**config.mk**
```make
export PLATFORM = sky130hd
export DESIGN_NAME = mbns_ram
export DESIGN_NICKNAME = d
export VERILOG_FILES = /design/src/design/mbns_ram.sv
export SDC_FILE = /design/constraint.sdc
export NUM_CORES = 2
export LEC_CHECK = 0
export ABC_AREA = 1
export BUFFER_PORTS_ARGS = -buffer_cell sky130_fd_sc_hd__buf_2
export CORE_MARGIN = 2
export CORE_UTILIZATION = 35
export CTS_CLUSTER_DIAMETER = 80
export DETAILED_ROUTE_END_ITERATION = 16
export HOLD_SLACK_MARGIN = 0.08
export PLACE_DENSITY = 0.53
export SKIP_LAST_GASP = 1
export SLEW_MARGIN = 20
export SYNTH_ARGS = -nofsm -noshare
export SYNTH_HDL_FRONTEND = slang
export SYNTH_SLANG_ARGS = --single-unit
```
**constraint.sdc**
```tcl
create_clock -name clk_i -period 2 [get_ports clk_i]
set_clock_uncertainty 0.1 [all_clocks]
set_input_delay 0.1 -clock clk_i [delete_from_list [all_inputs] [get_ports clk_i]]
set_output_delay 0.1 -clock clk_i [all_outputs]
set_load 0.01 [all_outputs]
```
**src/design/mbns_ram.sv**
```systemverilog
// ---------------------------------------------------------------------------
// Generic single-port RAM
// One write or one read per cycle, registered read data.
// ---------------------------------------------------------------------------
module mbns_ram #(
  parameter int unsigned Width = 8,
  parameter int unsigned Depth = 256
) (
  input  logic                     clk_i,
  input  logic                     we_i,
  input  logic [$clog2(Depth)-1:0] addr_i,
  input  logic [Width-1:0]         wdata_i,
  output logic [Width-1:0]         rdata_o
);

  logic [Width-1:0] mem_q [Depth];

  always_ff @(posedge clk_i) begin
    if (we_i) begin
      mem_q[addr_i] <= wdata_i;
    end
    rdata_o <= mem_q[addr_i];
  end

endmodule

```
* Word-level counts from Yosys, hierarchy flattened
Memories as Yosys holds them, arrays and structs flattened. A register that Yosys moved wholly into a read port is not among the register bits.
Cells that the tools add are included.
** Word-level totals
- Memories kept :: 1
- Bits in registers :: 0
- Bits in writable memories :: 2048
- Bits in latches :: 0
- Output and inout port bits :: 8
- Bits of input ports :: 18
- Memory bits (read-only) :: 0
- Word-level logic and storage cells :: 3
** Memory list
- mem_q :: depth 256, width 8, rd ports 1, clocked after memory_dff 1, write ports 1, line 16 : logic [Width-1:0] mem_q [Depth];
** Operators by class
- $add $sub $neg :: 0
- $mul :: 0
- Div/mod/pow operators :: 0
- Reductions and logical operators :: 0
- Shift-type cells :: 0
- Magnitude comparators :: 0
- Bitwise gates (word level) :: 0
- Muxes and demuxes :: 2
- Eq/ne operators :: 0
** Operator list (count)
- $mux W1 :: 2

* Logic depth before layout (Yosys ltp)
- Word-level depth :: 2
- Mapped depth :: 15
- Mapped depth without buffers :: 13

* Least setup slack after synthesis
No wires, ideal clock.
- Path kind :: input -> register
- Start :: in addr_i[1]
- End :: mem mem_q[234][0], enable pin
- Arrival time :: 1.570 ns
- Buffers on the path :: 4
- Library setup time :: 0.370 ns
- Stages :: 10
- Path slack :: -0.040 ns
- Required time :: 1.530 ns
- Cells stage by stage :: buf_4 -> inv_4 -> nor2_8 -> buf_4 -> buf_4 -> inv_2 -> nor2_1 -> nand2_1 -> clkbuf_1 -> nor2_1
** RTL lines
- start, declared :: line 11 : input logic [$clog2(Depth)-1:0] addr_i,
- end, declared :: line 16
Straight into the memory's write port.

==> impl_metrics.csv <==
group,metric,value,unit
route,drt-total-wl,249900,um
global_routing,grt_pass1_wl,371300,um
timing,post-route-period-util,101.1,%
clock_tree,path_clk_slew,0.06,ns
die,initial_utilization,35.25,%
clock_tree,ctsRootBufferMaster,"clkbuf_16",
critical_path,path_delay_family,"simple AND/OR/NAND/NOR gates",
critical_path,critPathMaxStageDelay,0.36,ns
pwr,power_leakage,0.04098,uW
critical_path,cpMostUsedCell,"nand2_1",
clock_tree,cts_tree,"done",
timing,rsz0062_at_grt,"true",
die,die_area,246400,um2
clock_tree,cts_max_level,4,
clock_tree,clock-sinks,2056,
clock_tree,clock_latency,0.87,ns
hold_path,min_path_type,"input port to flip-flop",
critical_path,crit_arrival,2.66,ns
die,fp.dieH,496.4,um
critical_path,crit_slowest_cell,"edfxtp_1",
timing,setup_slack,-0.02145,ns
cells_and_area,mostFrequentLayoutCells,"nand2_1, edfxtp_1, buf_4, nor2_1, clkbuf_16",
status,violations,"negative setup slack",
timing,slew_viol_final,0,
route,drtIter0Drc,5458,
timing,final_hold_viol_count,0,
critical_path,crit_required,2.64,ns
pwr,vdd_ir_drop_max,0.9894,mV
logic_synthesis,syn_area_per_cell,10.58,um2
route,drc,0,
timing,setup_viol,1,
clock_tree,clockBufferDepth,3,
route,drt_pass1_iterations,6,
critical_path,crit_fanout,1,
cells_and_area,final_common_cell,"nand2_1",
global_routing,grt_usage,20.17,%
timing,fmax,494.7,MHz
placed_design,gp_congestion,0.8703,
job,cap_viol_max_count,0,
clock_tree,tritoncts.num_buffers,210,
logic_synthesis,ys_ff_latch,2056,
die,ios,26,
logic_synthesis,synth_fp_nets,8039,
global_routing,grt_pass1_vias,56960,
placed_design,port-buffer-count,25,
die,die_w,496.4,um
placed_design,placed_area,94850,um2
cells_and_area,drive_gt1_share,13.72,%
die,rows,180,
logic_synthesis,netlist_area,84860,um2
critical_path,crit_chain,"nand2_1 > nand2_1 > nand2_1 > nand2_1 > nand2_1 > nand2_1 > o21ai_2 > nand2_2 > nor2_1 > nor2_1 > nor2_4 > nand2_1",
route,wl_per_cell,20.83,um
route,vias,57540,
global_routing,grt_overflow,0,
logic_synthesis,syn_inst,8021,
cells_and_area,syn_to_final_growth,20.21,%
critical_path,timing.critical_path.buf_inv,0,
route,via_per_inst,4.797,
global_routing,grt_max_degree,97,
logic_synthesis,seq_area_frac_synth,72.66,%
route,antenna_left,0,
timing,slew_headroom,34.96,%
global_routing,antenna_found_initial,8,
timing,finalSetupTns,-0.02145,ns
cells_and_area,fin_nets,8650,
pwr,power.density,902.9,nW/um2
critical_path,endpoint_kind,"flip-flop",
placed_design,dpl.hpwl,162400,um
timing,post-route-min-period,2.021,ns
logic_synthesis,synth_cell_types,18,
logic_synthesis,yosysWarnings,0,
critical_path,start_kind,"flip-flop",
cells_and_area,final_area,102000,um2
die,core_area,240800,um2
status,status,"finished with violations",
timing,worst_pin_slew,0.9720,ns
critical_path,path_class,"flip-flop to flip-flop",
==> final timing paths <==
check | start | endpoint | slack (ns) | cells after the start
setup / recovery | mem_q[188][1] | rdata_o[1] | -0.02 | 12
hold / removal | addr_i[7] | rdata_o[4] | 0.08 | 6
setup reg to reg | mem_q[188][1] | rdata_o[1] | -0.02 | 12
hold reg to reg | mem_q[78][0] | rdata_o[0] | 0.83 | 10
==> final cells by class <==
cell class              instances  area (um2)
repair buffers                816        7905
clock inverters               108        1001
clock buffers                 279        5648
inverters                      35       165.2
fillers                     22740      138800
diodes                          4       10.01
well taps                    3185        3985
multi-input cells            5513       21630
flip-flops and latches       2056       61660
==> where the power goes <==
group	internal, uW	total, uW	switching [uW]
clock network	21600	38300	16700
registers	47500	47600	69.7
logic	1890	6260	4370
==> sequential cells by signal (all words and copies together) (netlist names) <==
signal / cells
mem_q: 2048
rdata_o: 8
==> timing repair <==
action | 4_1_cts | 5_1_grt
hold buffers | 16 | 0
cloned | 0 | 0
endpoints found under the hold margin | 2290 | 0
resized for setup | 49 | 73
pin swaps | 8 | 18
buffers inserted | 0 | 0
endpoints found under the setup margin | 7 | 71
==> kinds of logic after synthesis <==
kind of cell           synth area share [%]
buffers and inverters                 2.362
and+or+nand+nor                       23.84
AOI/OAI and AO/OA                     1.132
DFF                                   72.66
==> per-stage QoR <==
step	hold slack, ns	util [%]	std cells	power, uW	setup slack, ns
floorplan	0.09887	-	8021	51150	-0.04027
global route	0.1063	42.37	11990	94980	-0.09753
detailed placement	0.3628	39.40	11590	54630	-1.309
global placement	0.3633	39.40	11590	54630	-1.371
CTS	0.09262	42.28	11990	92790	-0.07707
finish	0.07935	42.37	12000	92100	-0.02145
==> cell usage after synthesis <==
cell type  number  area share (%)
nand2_1      4770              21
edfxtp_1     2048              72
nor2_1        361             1.6
nand3_1       188             1.1
buf_2         182             1.1
clkbuf_1      170            0.75
o21ai_1       119            0.70
buf_1          52            0.23
o21ai_0        41            0.24
a21oi_1        32            0.19
inv_1          31            0.14
dfxtp_1         8            0.19
buf_6           7           0.093
buf_4           6           0.053
inv_2           2          0.0089
inv_4           2           0.015
nand2_4         1           0.013
nor2_8          1           0.024
==> worst register-to-register path: cells and delay by family, from the launching register on <==
kind	cells	cell delay (ns)
DFF	1	0.36
and+or+nand+nor	11	1.28
AOI/OAI and AO/OA	1	0.17
==> metal layers <==
layer	routed length (um)	global-route usage (%)	up-vias	part of all wire (%)
li1	-	-	27600	-
met5	0	0	-	0
met1	111800	28.20	28050	45
met4	6608	5.367	0	2.6
met3	14080	2.831	339	5.6
met2	117300	32.95	1551	47
Power figures use the tool's default switching activity.
