==> src/design/mbns_pkg.sv <==
// ---------------------------------------------------------------------------
// Note sequencer package
// Shared types and constants for the song player, its divider and its testbench.
// ---------------------------------------------------------------------------
package mbns_pkg;

  localparam int unsigned SongBytesDef = 65536;
  localparam int unsigned LoopSlots = 8;
  localparam int unsigned LengthSlots = 16;
  localparam logic [15:0] StepLimitRst = 16'd4096;
  localparam logic [7:0] TempoRst = 8'd120;
  localparam logic [9:0] InstrumentRst = 10'd2;
  localparam logic [3:0] OctaveRst = 4'd2;
  localparam logic [7:0] NoteBase = 8'h30;
  localparam logic [7:0] OctaveBase = 8'h20;
  localparam logic [7:0] LengthBase = 8'h10;
  localparam logic [7:0] LoopBase = 8'h08;
  localparam logic [7:0] InstBase = 8'h04;
  localparam logic [7:0] DirTempo = 8'h03;
  localparam logic [7:0] DirSustain = 8'h02;
  localparam logic [7:0] DirVolume = 8'h01;
  localparam logic [7:0] DirSweep = 8'h00;
  localparam logic [11:0] MsPerTickNum = 12'd1500;

  typedef enum logic [1:0] {
    ModeLoad  = 2'd0,
    ModeStart = 2'd1,
    ModeFetch = 2'd2,
    ModeNone  = 2'd3
  } mode_e;

  typedef enum logic [1:0] {
    ErrNone   = 2'd0,
    ErrSteps  = 2'd1,
    ErrTempo  = 2'd2,
    ErrUnused = 2'd3
  } err_e;

  typedef enum logic [3:0] {
    StIdle,
    StFetch,
    StDecode,
    StOperand,
    StTie1,
    StTie2,
    StDiv,
    StAdd,
    StOut
  } state_e;

  // Division request and answer between the sequencer and the divider.
  typedef struct packed {
    logic        start;
    logic [19:0] dividend;
    logic [7:0]  divisor;
  } div_req_t;

  typedef struct packed {
    logic        done;
    logic [19:0] quotient;
  } div_rsp_t;

endpackage

==> src/design/mbns_div.sv <==
// ---------------------------------------------------------------------------
// Restoring divider
// Divides a 20-bit dividend by an 8-bit divisor, one quotient bit a cycle.
// ---------------------------------------------------------------------------
module mbns_div
  import mbns_pkg::*;
(
  input  logic     clk_i,
  input  logic     rst_ni,
  input  div_req_t req_i,
  output div_rsp_t rsp_o
);

  logic [4:0]  cnt_q, cnt_d;
  logic        busy_q, busy_d;
  logic [19:0] quo_q, quo_d;
  logic [8:0]  rem_q, rem_d;
  logic [7:0]  dvs_q, dvs_d;
  logic [8:0]  trial;

  always_comb begin
    busy_d = busy_q;
    cnt_d  = cnt_q;
    quo_d  = quo_q;
    rem_d  = rem_q;
    dvs_d  = dvs_q;
    trial  = {rem_q[7:0], quo_q[19]};
    rsp_o.done = 1'b0;
    rsp_o.quotient = quo_q;
    if (req_i.start) begin
      busy_d = 1'b1;
      cnt_d  = 5'd0;
      quo_d  = req_i.dividend;
      rem_d  = 9'd0;
      dvs_d  = req_i.divisor;
    end else if (busy_q) begin
      if (trial >= {1'b0, dvs_q}) begin
        rem_d = trial - {1'b0, dvs_q};
        quo_d = {quo_q[18:0], 1'b1};
      end else begin
        rem_d = trial;
        quo_d = {quo_q[18:0], 1'b0};
      end
      cnt_d = cnt_q + 5'd1;
      if (cnt_q == 5'd19) begin
        busy_d = 1'b0;
      end
    end else begin
      rsp_o.done = (cnt_q == 5'd20);
    end
  end

  always_ff @(posedge clk_i or negedge rst_ni) begin
    if (!rst_ni) begin
      busy_q <= 1'b0;
      cnt_q  <= 5'd0;
    end else begin
      busy_q <= busy_d;
      cnt_q  <= (!busy_d && cnt_q == 5'd20) ? 5'd0 : cnt_d;
    end
  end

  always_ff @(posedge clk_i) begin
    quo_q <= quo_d;
    rem_q <= rem_d;
    dvs_q <= dvs_d;
  end

endmodule

==> config.mk <==
export PLATFORM = sky130hd
export DESIGN_NAME = mbns_div
export DESIGN_NICKNAME = d
export VERILOG_FILES = /design/src/design/mbns_pkg.sv /design/src/design/mbns_div.sv
export SDC_FILE = /design/constraint.sdc
export NUM_CORES = 1
export LEC_CHECK = 0
export ABC_AREA = 1
export BUFFER_PORTS_ARGS = -buffer_cell sky130_fd_sc_hd__buf_2
export CORE_ASPECT_RATIO = 0.6
export CORE_UTILIZATION = 57
export DETAILED_ROUTE_END_ITERATION = 10
export HOLD_SLACK_MARGIN = 0.06
export PLACE_DENSITY = 0.84
export SLEW_MARGIN = 20
export SYNTH_ARGS = -nofsm -noshare
export SYNTH_HDL_FRONTEND = slang
export SYNTH_SLANG_ARGS = --single-unit
==> constraint.sdc <==
create_clock -name clk_i -period 2.6 [get_ports clk_i]
set_input_delay 0.52 -clock clk_i [delete_from_list [all_inputs] [get_ports clk_i]]
set_output_delay 0.52 -clock clk_i [all_outputs]
set_load 0.01 [all_outputs]
======== Word-level counts from Yosys, hierarchy flattened ========
Index checks and enable logic that the tools add are counted.
word-level totals
  bits in latches ......................... 0
  memories kept ........................... 0
  bits in read-only memories .............. 0
  output and inout port bits .............. 21
  RAM bits ................................ 0
  register bits after elaboration ......... 42
  input port bits ......................... 31
cells by class
  equality and inequality tests ........... 2
  muxes and demuxes ....................... 12
  reduce and logical (&&, ||, !) cells .... 4
  shift operators ......................... 0
  magnitude comparators ................... 1
  bitwise operators ....................... 0
  add/subtract/negate cells ............... 2
  div/mod/pow operators ................... 0
  multiply operators ...................... 0
operator list
  kind                 number
  $mux 20              2
  $mux 5               3
  $eq 5x5->1 const B   2
  $ge 9x8->1           1
  $mux 8               1
  $sub 8x8->8          1
  $mux 1               6
  $add 5x1->5 const B  1
  $reduce_bool 3->1    1
  $reduce_bool 2->1    1
  $logic_and 1x1->1    1
  $logic_not 1->1      1

======== Longest topological paths before layout ========
Gate-level depths: netlist (run 1).
  depth in word-level cells ............... 7
  gate-level depth with buffers ........... 12
  mapped depth without buffers ............ 12

======== Worst setup path before layout (run 1) ========
Ideal clock, no wire load.
  path type ............................... in2out
  from .................................... in req_i[28] (netlist name)
  to ...................................... out rsp_o[20] (netlist name)
  stages on the path ...................... 4
  path slack .............................. 0.925 ns
  arrival ................................. 1.155 ns
  required time ........................... 2.080 ns
  path through ............................ nor2_1 buf_6 inv_2 nor2_1
RTL lines
  item             RTL line        source
  start, declared  mbns_div.sv:10  input div_req_t req_i,
  end, declared    mbns_div.sv:11  output div_rsp_t rsp_o

==> results of run 1 <==
-- worst max path at each step --
stage          startpoint   endpoint  slack (ns)  depth (start not counted)
3_5_place_dp    req_i[28]   cnt_q[4]        0.86                          7
5_1_grt          cnt_q[0]  rsp_o[20]        0.70                          5
4_1_cts          cnt_q[0]  rsp_o[20]        0.77                          5
6_report         cnt_q[0]  rsp_o[20]        0.75                          5
2_1_floorplan   req_i[28]  rsp_o[20]        0.92                          4
3_3_place_gp    req_i[28]  rsp_o[20]        0.92                          5
-- logic make-up after synthesis --
family,after synthesis,synth area share [%]
and+or+nand+nor,159,31.0
DFF,42,51.5
buffers and inverters,34,6.32
AOI/OAI and AO/OA,12,3.58
adders and majority gates,11,6.49
xor gates and xnor gates,3,1.17
-- state kept, by name, indices dropped and copies added, names as in the netlist --
signal	count
quo_q	20
rem_q	8
busy_q	1
cnt_q	5
dvs_q	8
-- routing by layer --
metal	wire [um]	global-route usage [%]	vias up
met5	0	0	-
met4	25	5.46	0
met3	339	5.92	4
met2	2170	38.8	71
met1	2310	35.8	874
li1	-	-	961
-- Yosys cell counts (2+ instances only) --
cell type and n:
sky130_fd_sc_hd__nand3b_1 7, sky130_fd_sc_hd__nand2_4 2, sky130_fd_sc_hd__nor3_1 3, sky130_fd_sc_hd__edfxtp_1 28, sky130_fd_sc_hd__nand3_1 17, sky130_fd_sc_hd__inv_1 23
sky130_fd_sc_hd__dfxtp_1 8, sky130_fd_sc_hd__inv_2 4, sky130_fd_sc_hd__o21ai_1 2, sky130_fd_sc_hd__dfrtp_1 6, sky130_fd_sc_hd__nor2_1 12, sky130_fd_sc_hd__nand2_2 3
sky130_fd_sc_hd__clkbuf_1 2, sky130_fd_sc_hd__xor2_1 2, sky130_fd_sc_hd__a21oi_1 6, sky130_fd_sc_hd__ha_1 10, sky130_fd_sc_hd__nand2_1 110
-- where the power goes --
| part | internal (W) | leakage, nW | switching [W] |
|---|---|---|---|
| sequential | 0.000844 | 0.440 | 0.0000942 |
| combinational | 0.000377 | 0.871 | 0.000573 |
| clock | 0.000287 | 0.0524 | 0.000218 |
-- metrics by stage --
stage / instance area, um2 / util [%]
floorplan: 2240 / -
detailed placement: 2550 / 68.4
global route: 2660 / 71.5
CTS: 2660 / 71.5
finish: 2660 / 71.5
global placement: 2550 / 68.4
-- final cells by class --
class / instances / area [um2] / share of cell area, %
well taps: 47 / 58.8 / 2.21
multi-input cells: 185 / 945 / 35.5
repair buffers: 55 / 288 / 10.8
clock inverters: 1 / 30.0 / 1.13
clock buffers: 7 / 76.3 / 2.87
inverters: 29 / 114 / 4.28
flip-flops and latches: 42 / 1150 / 43.2
-- repair_timing --
item,CTS,global route
hold endpoints to repair,6,0
hold buffers,1,0
endpoints found under the setup margin,0,0
==> flow_metrics.py, run 1 <==
metrics = {
    "synth": {
        "synthDominantCellAreaShare_pct": 37.6,
        "synth_nets": 303,
        "syn-mean-instance-area_um2": 8.57,
        "ys_top_cells_by_area": "sky130_fd_sc_hd__edfxtp_1 38%, sky130_fd_sc_hd__nand2_1 18%, sky130_fd_sc_hd__dfxtp_1 7.2%",
        "dominantRegCellSynth": "sky130_fd_sc_hd__edfxtp_1",
        "synth-warning-count": 0,
        "synth_enable_flop_cells": 28,
        "synth.yosys.seq_area_share_pct": 51.5,
        "ys_seq_elements": 42,
        "netlist_instances": 261,
        "async_flop_share_pct": 14.3,
        "synth_largest_area_cell": "sky130_fd_sc_hd__edfxtp_1",
        "syn-cell-area_um2": 2240,
        "synth_cell_types": 33,
    },
    "cts": {
        "h-tree-depth": 2,
        "numClockSinks": 42,
        "clkTransAtPathRegs_ns": 0.08,
        "cts_made_buffers": 5,
        "cts_tree": "yes",
        "count_of_buffers_added_by_post_cts_timing_repair_for_setup": 0,
        "clock_insertion_delay_worst_skew_ns": 0.30,
        "resized_gates_after_cts": 0,
        "cts.root.buffer_cell": "sky130_fd_sc_hd__clkbuf_8",
        "cts_buffer_depth": 2,
    },
    "cells_and_area": {
        "layout_net_count": 360,
        "area.growth.synth_to_final_pct": 19.0,
        "mostFrequentLayoutCells": "110 x sky130_fd_sc_hd__nand2_1, 51 x sky130_fd_sc_hd__buf_2, 28 x sky130_fd_sc_hd__edfxtp_1, 23 x sky130_fd_sc_hd__inv_1, 17 x sky130_fd_sc_hd__nand3_1",
        "layoutNonFillerInstCount": 366,
        "filler_cell_count": 278,
        "n_antenna_cell": 0,
        "layout_commonest_cell": "sky130_fd_sc_hd__nand2_1",
        "final_layout_size_suffix_gt1_share_pct": 23.5,
    },
    "worst_hold_path": {
        "timing.hold.worst.start": "req_i[1]",
        "hp-class": "primary input to register",
        "hold-path-cell-count": 1,
        "worst_hold_path.endpoint": "dvs_q[1]",
    },
    "floorplan": {
        "dieArea_um2": 4190,
        "top_level_ports": 52,
        "initial_util_pct": 60.1,
        "chipHeight_um": 50.5,
        "rows": 17,
        "die_w_um": 82.9,
        "core_area_um2": 3720,
    },
    "global_route": {
        "grt_pass1_wl_um": 8050,
        "antenna_found_initial": 0,
        "gr_ovfl_total": 0,
        "grtUsageTotal_pct": 24.9,
        "grt_pass1_vias": 1762,
        "grt_max_degree": 25,
    },
    "worst_setup_path": {
        "reg2reg_depth": 10,
        "required_ns": 2.08,
        "timing.rr.start": "rem_q[5]",
        "class_of_the_most_critical_setup_path": "register to output port",
        "crit-reg2reg-capture": "rem_q[5]",
        "path_delay_family": "flip-flops",
        "critical_path.slowest_cell": "sky130_fd_sc_hd__dfrtp_1",
        "endpoint_kind": "output port",
        "worst-endpoint-arrival_ns": 1.33,
        "regToRegSetupSlack_ns": 0.82,
        "critPathLaunchType": "register",
        "crit_path_cell_trace": "inv_1 > ha_1 > nand3_1 > nor2_1 > buf_2",
        "timing.critical_path.buf_inv": 2,
        "critical-path-max-stage-delay_ns": 0.42,
        "crit_path_max_fanout": 4,
    },
    "drt": {
        "wirelength_um": 4840,
        "routedWlPerCell_um": 13.2,
        "iteration_count_of_the_initial_detailed_routing_pass": 4,
        "drt_first_iter_violations": 111,
        "route.antenna.remaining_nets": 0,
        "dr_total_vias": 1910,
        "remaining_drc_errors": 0,
        "via_density_per_instance": 5.22,
    },
    "sta": {
        "final_max_slew_viol_count": 0,
        "maxSlewHeadroom_pct": 74.2,
        "layout_worst_path_cycle_share_pct": 71.0,
        "setup_viol": 0,
        "finalWorstSetupSlack_ns": 0.753,
        "minimum_clock_period_ns": 1.85,
        "fmaxAchievable_mhz": 541,
        "final.setup_skew_ns": 0.0106,
        "final.hold.worst_slack_ns": 0.394,
        "worst-slew-pin-transition_ns": 0.386,
        "finalHoldViolCount": 0,
        "grt_setup_unrepaired": "no",
        "setup-tns-final_ns": 0,
    },
    "power": {
        "total_leakage_power_nw": 1.36,
        "powerDensity_nw_per_um2": 899,
        "p_total_w": 0.00239,
        "peakVddDrop_mv": 0.519,
    },
    "placement": {
        "detailedPlace.worstSlack_ns": 0.861,
        "instance_count_after_placement_with_tap_cells_included": 357,
        "dp_hpwl_um": 3530,
        "numPortBuffers": 51,
        "gp_routability_congestion": 0.932,
    },
    "flow_run": {
        "maxCapViolations": 0,
    },
    "outcome": {
        "status": "finished, final reports clean",
    },
}
(Power assumes the default switching activity.)
==> run 2: changes to the inputs <==
--- a/config.mk
+++ b/config.mk
@@ -8,10 +8,10 @@
 export ABC_AREA = 1
 export BUFFER_PORTS_ARGS = -buffer_cell sky130_fd_sc_hd__buf_2
 export CORE_ASPECT_RATIO = 0.6
-export CORE_UTILIZATION = 57
+export CORE_UTILIZATION = 53
 export DETAILED_ROUTE_END_ITERATION = 10
 export HOLD_SLACK_MARGIN = 0.06
-export PLACE_DENSITY = 0.84
+export PLACE_DENSITY = 0.79
 export SLEW_MARGIN = 20
 export SYNTH_ARGS = -nofsm -noshare
 export SYNTH_HDL_FRONTEND = slang
==> constraint.sdc (replaced) <==
create_clock -name clk_i -period 1.91 [get_ports clk_i]
set_input_delay 0.382 -clock clk_i [delete_from_list [all_inputs] [get_ports clk_i]]
set_output_delay 0.382 -clock clk_i [all_outputs]
set_load 0.01 [all_outputs]
==> run 2 against run 1 <==
Total power up 30%; non-clock buffer count up 2; critical path depth down 1; sequential cell count unchanged; cell area up 0.42%; register-to-register slack worse by 0.59 ns; via count down 1.7%; sequential power up 35%; routed wire length down 7.1%; utilization down 2.1 points; largest power group is now registers; global-route usage down 3.0 points; clock power up 13%.
==> flow_metrics.py, run 2 (synthesis results as in run 1) <==
metrics = {
    "cts": {
        "clock_insertion_delay_worst_skew_ns": 0.30,
        "cts_tree": "yes",
        "numClockSinks": 42,
        "cts_buffer_depth": 2,
        "resized_gates_after_cts": 0,
        "cts_made_buffers": 5,
        "h-tree-depth": 2,
        "clkTransAtPathRegs_ns": 0.09,
        "count_of_buffers_added_by_post_cts_timing_repair_for_setup": 0,
        "cts.root.buffer_cell": "sky130_fd_sc_hd__clkbuf_8",
    },
    "sta": {
        "finalHoldViolCount": 0,
        "maxSlewHeadroom_pct": 73.7,
        "setup_viol": 0,
        "final_max_slew_viol_count": 0,
        "worst-slew-pin-transition_ns": 0.393,
        "minimum_clock_period_ns": 1.75,
        "setup-tns-final_ns": 0,
        "layout_worst_path_cycle_share_pct": 91.5,
        "finalWorstSetupSlack_ns": 0.162,
        "final.setup_skew_ns": 0.0113,
        "fmaxAchievable_mhz": 572,
        "grt_setup_unrepaired": "no",
    },
    "worst_setup_path": {
        "crit-reg2reg-capture": "rem_q[6]",
        "crit_path_max_fanout": 6,
        "critical_path.most_common_cell": "sky130_fd_sc_hd__nor2_1",
        "timing.rr.start": "quo_q[19]",
        "crit_path_cell_trace": "nor2_1 > inv_2 > nor2_1 > buf_2",
        "worst-endpoint-arrival_ns": 1.37,
        "timing.critical_path.buf_inv": 2,
        "critical_path.slowest_cell": "sky130_fd_sc_hd__dfrtp_1",
        "regToRegSetupSlack_ns": 0.23,
        "required_ns": 1.53,
        "critical-path-max-stage-delay_ns": 0.40,
        "path_delay_family": "simple AND/OR/NAND/NOR gates",
        "endpoint_kind": "output port",
        "class_of_the_most_critical_setup_path": "register to output port",
        "critPathLaunchType": "register",
        "reg2reg_depth": 11,
    },
    "power": {
        "switching_power_of_the_nets_w": 0.00119,
        "peakVddDrop_mv": 0.574,
        "power.share.combinational_pct": 40.6,
        "power.internal_w": 0.00192,
        "power_switching_share_pct": 38.2,
        "powerDensity_nw_per_um2": 1160,
        "seq_power_share_pct": 41.0,
        "pwr-share-clk_pct": 18.4,
        "total_leakage_power_nw": 1.36,
    },
    "cells_and_area": {
        "largest_register": "quo_q",
        "layout_net_count": 362,
        "area.growth.synth_to_final_pct": 19.5,
        "n_antenna_cell": 0,
        "largest_reg_flops": 20,
        "filler_cell_count": 307,
        "multi_input_comb_area_um2": 945,
        "final_layout_size_suffix_gt1_share_pct": 24.6,
        "register_area_um2": 1150,
        "layout_commonest_cell": "sky130_fd_sc_hd__nand2_1",
        "largestRegisters": "quo_q: 20 flops, dvs_q: 8 flops, rem_q: 8 flops",
        "mostFrequentLayoutCells": "110 x sky130_fd_sc_hd__nand2_1, 51 x sky130_fd_sc_hd__buf_2, 28 x sky130_fd_sc_hd__edfxtp_1, 23 x sky130_fd_sc_hd__inv_1, 17 x sky130_fd_sc_hd__nand3_1",
    },
    "floorplan": {
        "chipHeight_um": 52.3,
        "rows": 17,
        "initial_util_pct": 58.1,
        "core_area_um2": 3850,
        "dieArea_um2": 4490,
        "top_level_ports": 52,
        "die_w_um": 85.9,
    },
    "outcome": {
        "status": "finished, final reports clean",
    },
    "placement": {
        "numPortBuffers": 51,
        "dp_hpwl_um": 3420,
        "detailedPlace.worstSlack_ns": 0.251,
        "gp_routability_congestion": 0.964,
    },
    "global_route": {
        "grt_pass1_vias": 1589,
        "grt_max_degree": 23,
        "grtUsageTotal_pct": 21.9,
        "grt_pass1_wl_um": 7320,
        "antenna_found_initial": 0,
        "gr_ovfl_total": 0,
    },
    "drt": {
        "iteration_count_of_the_initial_detailed_routing_pass": 4,
        "wirelength_um": 4500,
        "routedWlPerCell_um": 11.9,
        "drt_first_iter_violations": 118,
        "via_density_per_instance": 4.97,
        "remaining_drc_errors": 0,
        "route.antenna.remaining_nets": 0,
        "dr_total_vias": 1877,
    },
    "worst_hold_path": {
        "worst_hold_path.endpoint": "dvs_q[0]",
        "timing.hold.worst.start": "req_i[0]",
        "hold-path-cell-count": 1,
        "hp-class": "primary input to register",
    },
    "flow_run": {
        "maxCapViolations": 0,
    },
}
run 2: area by class of cell:
cell class	count	share of cell area (%)
multi-input cells	185	35.3
repair buffers	57	11.3
inverters	29	4.26
well taps	57	2.67
flip-flops and latches	42	43.1
clock buffers	5	2.57
clock inverters	3	0.796
run 2: repair_timing:
item,4_1_cts,5_1_grt
hold buffers,1,0
hold endpoints to repair,6,0
endpoints found under the setup margin,0,0
run 2: routing by layer:
metal / part of all wire, % / track usage (%) / routed length [um] / up-vias
li1: - / - / - / 960
met1: 50 / 33.4 / 2230 / 845
met2: 41 / 30.0 / 1860 / 67
met3: 8.3 / 6.14 / 373 / 5
met4: 0.84 / 5.83 / 38 / 0
met5: 0 / 0 / 0 / -
run 2: how the worst max path moves through the flow:
stage	startpoint	end	depth (start not counted)
floorplan	quo_q[19]	rem_q[4]	10
global placement	rem_q[5]	quo_q[0]	7
detailed placement	quo_q[19]	rem_q[6]	11
CTS	busy_q	rsp_o[20]	4
global route	dvs_q[6]	rem_q[5]	11
finish	busy_q	rsp_o[20]	4
run 2: metrics by stage:
step / std cells / hold slack (ns) / util [%] / power [W] / cell area [um2]
after floorplan: 261 / 0.0864 / - / 0.00224 / 2240
after global placement: 369 / 0.214 / 66.9 / 0.00254 / 2570
after detailed placement: 369 / 0.213 / 66.9 / 0.00254 / 2570
after CTS: 378 / 0.250 / 69.5 / 0.00312 / 2670
after global routing: 378 / 0.248 / 69.5 / 0.00337 / 2670
final: 378 / 0.253 / 69.5 / 0.00311 / 2670
run 2: power groups by stage:
stage / clock (W) / sequential, W / combinational, W
after floorplan: 0 / 0.00128 / 0.000960
after global placement: 0 / 0.00129 / 0.00125
after detailed placement: 0 / 0.00129 / 0.00125
after CTS: 0.000587 / 0.00127 / 0.00126
after global routing: 0.000625 / 0.00130 / 0.00144
final: 0.000572 / 0.00127 / 0.00126
==> run 3: changes to the inputs <==
==> constraint.sdc (replaced) <==
create_clock -name clk_i -period 1.91 [get_ports clk_i]
set_input_delay 0.382 -clock clk_i [delete_from_list [all_inputs] [get_ports clk_i]]
set_output_delay 0.382 -clock clk_i [all_outputs]
set_load 0.1 [all_outputs]
==> run 3 against run 2 <==
Sequential power is essentially flat; first-iteration DRC count shrank 4.2%; register-to-register slack is essentially flat; cell count shrank 0.53%; combinational power grew 33%; global-route usage grew 0.89 points; routed wire length grew 4.0%.
==> flow_metrics.py, run 3 (synthesis results as in run 1) <==
metrics = {
    "outcome": {
        "status": "finished, final reports clean",
    },
    "sta": {
        "setup_viol": 0,
        "minimum_clock_period_ns": 1.79,
        "fmaxAchievable_mhz": 559,
        "final.setup_skew_ns": 0.00549,
        "finalHoldViolCount": 0,
        "final_max_slew_viol_count": 0,
        "final.hold.worst_slack_ns": 0.265,
        "layout_worst_path_cycle_share_pct": 93.7,
        "maxSlewHeadroom_pct": 67.1,
        "grt_setup_unrepaired": "no",
        "worst-slew-pin-transition_ns": 0.497,
        "finalWorstSetupSlack_ns": 0.120,
    },
    "cells_and_area": {
        "finish.utilization_pct": 71.0,
        "area.growth.synth_to_final_pct": 22.3,
        "largestRegisters": "quo_q: 20 flops, dvs_q: 8 flops, rem_q: 8 flops",
        "n_antenna_cell": 0,
        "final_layout_size_suffix_gt1_share_pct": 26.6,
        "mostFrequentLayoutCells": "108 x sky130_fd_sc_hd__nand2_1, 50 x sky130_fd_sc_hd__buf_2, 28 x sky130_fd_sc_hd__edfxtp_1, 21 x sky130_fd_sc_hd__inv_1, 15 x sky130_fd_sc_hd__nand3_1",
        "largest_register": "quo_q",
        "largest_reg_flops": 20,
        "filler_cell_count": 294,
        "layout_net_count": 360,
        "layout_commonest_cell": "sky130_fd_sc_hd__nand2_1",
    },
    "cts": {
        "clock_insertion_delay_worst_skew_ns": 0.29,
        "cts_made_buffers": 5,
        "resized_gates_after_cts": 0,
        "cts_buffer_depth": 2,
        "h-tree-depth": 2,
        "cts_tree": "yes",
        "clkTransAtPathRegs_ns": 0.08,
        "numClockSinks": 42,
        "cts.root.buffer_cell": "sky130_fd_sc_hd__clkbuf_8",
    },
    "floorplan": {
        "top_level_ports": 52,
        "dieArea_um2": 4490,
        "initial_util_pct": 58.1,
        "rows": 17,
        "chipHeight_um": 52.3,
        "die_w_um": 85.9,
        "core_area_um2": 3850,
    },
    "global_route": {
        "grtUsageTotal_pct": 22.8,
        "gr_ovfl_total": 0,
        "grt_pass1_vias": 1599,
        "antenna_found_initial": 0,
        "grt_max_degree": 25,
        "grt_pass1_wl_um": 7540,
    },
    "drt": {
        "via_density_per_instance": 4.98,
        "wirelength_um": 4680,
        "route.antenna.remaining_nets": 0,
        "dr_total_vias": 1871,
        "routedWlPerCell_um": 12.4,
        "remaining_drc_errors": 0,
        "iteration_count_of_the_initial_detailed_routing_pass": 5,
        "drt_first_iter_violations": 113,
    },
    "worst_hold_path": {
        "hp-class": "primary input to register",
    },
    "placement": {
        "numPortBuffers": 51,
        "dp_hpwl_um": 3490,
        "detailedPlace.worstSlack_ns": 0.250,
        "gp_routability_congestion": 0.873,
    },
    "worst_setup_path": {
        "crit_path_cell_trace": "inv_1 > ha_1 > nand3_1 > nor2_2 > buf_12",
        "crit_path_max_fanout": 4,
        "critPathLaunchType": "register",
        "critical_path.slowest_cell": "sky130_fd_sc_hd__dfrtp_1",
        "class_of_the_most_critical_setup_path": "register to output port",
        "critical-path-max-stage-delay_ns": 0.41,
        "required_ns": 1.53,
        "worst-endpoint-arrival_ns": 1.41,
        "endpoint_kind": "output port",
    },
    "power": {
        "total_leakage_power_nw": 1.37,
        "powerDensity_nw_per_um2": 1320,
        "peakVddDrop_mv": 0.810,
    },
    "flow_run": {
        "maxCapViolations": 0,
    },
}
-- run 3: what timing repair did --
action                                 in CTS  in global routing
endpoints found under the hold margin       6                  0
buffers inserted                            0                  0
hold buffers                                1                  0
-- run 3: final cells by class --
cell class              count  area (um2)  share of cell area (%)
clock buffers               6        72.6                    2.65
flip-flops and latches     42        1150                    42.1
well taps                  57        71.3                    2.61
clock inverters             2        33.8                    1.24
repair buffers             55         303                    11.1
multi-input cells         185         990                    36.2
inverters                  29         114                    4.16
-- run 3: power breakdown --
part           total, W  leakage (nW)  switching [W]  internal, W
combinational   0.00167         0.882        0.00113     0.000537
clock          0.000677        0.0528       0.000291     0.000386
sequential      0.00127         0.440       0.000121      0.00115
-- run 3: worst paths after layout --
check,start,to,slack [ns],cells past startpoint
worst max-delay path,cnt_q[0],rsp_o[20],0.12,5
worst min-delay path,req_i[1],dvs_q[1],0.27,1
worst max register to register,dvs_q[6],rem_q[3],0.23,11
worst min register to register,rem_q[0],rem_q[0],0.47,2
max in group asynchronous,rst_ni,busy_q,1.32,2
min in group asynchronous,rst_ni,cnt_q[0],0.45,2
-- run 3: layer usage --
layer | share of wire, % | up-vias | track usage, %
met4 | 0.77 | 0 | 7.22
met5 | 0 | - | 0
met1 | 50 | 842 | 35.4
li1 | - | 953 | -
met2 | 41 | 72 | 31.0
met3 | 7.6 | 4 | 5.20
-- run 3: metrics by stage --
stage	cell area, um2	power, W	cells	TNS (ns)
finish	2740	0.00361	376	0
global placement	2620	0.00291	367	0
global route	2740	0.00386	376	0
CTS	2740	0.00362	376	0
floorplan	2280	0.00262	261	-1.18
detailed placement	2620	0.00293	367	0
-- run 3: critical path: cells and delay by family, from the launching register on --
kind          cells  cell delay (ns)
simple gates      2             0.28
fa+ha+maj         1             0.15
flops             1             0.41
buf+inv           2             0.28
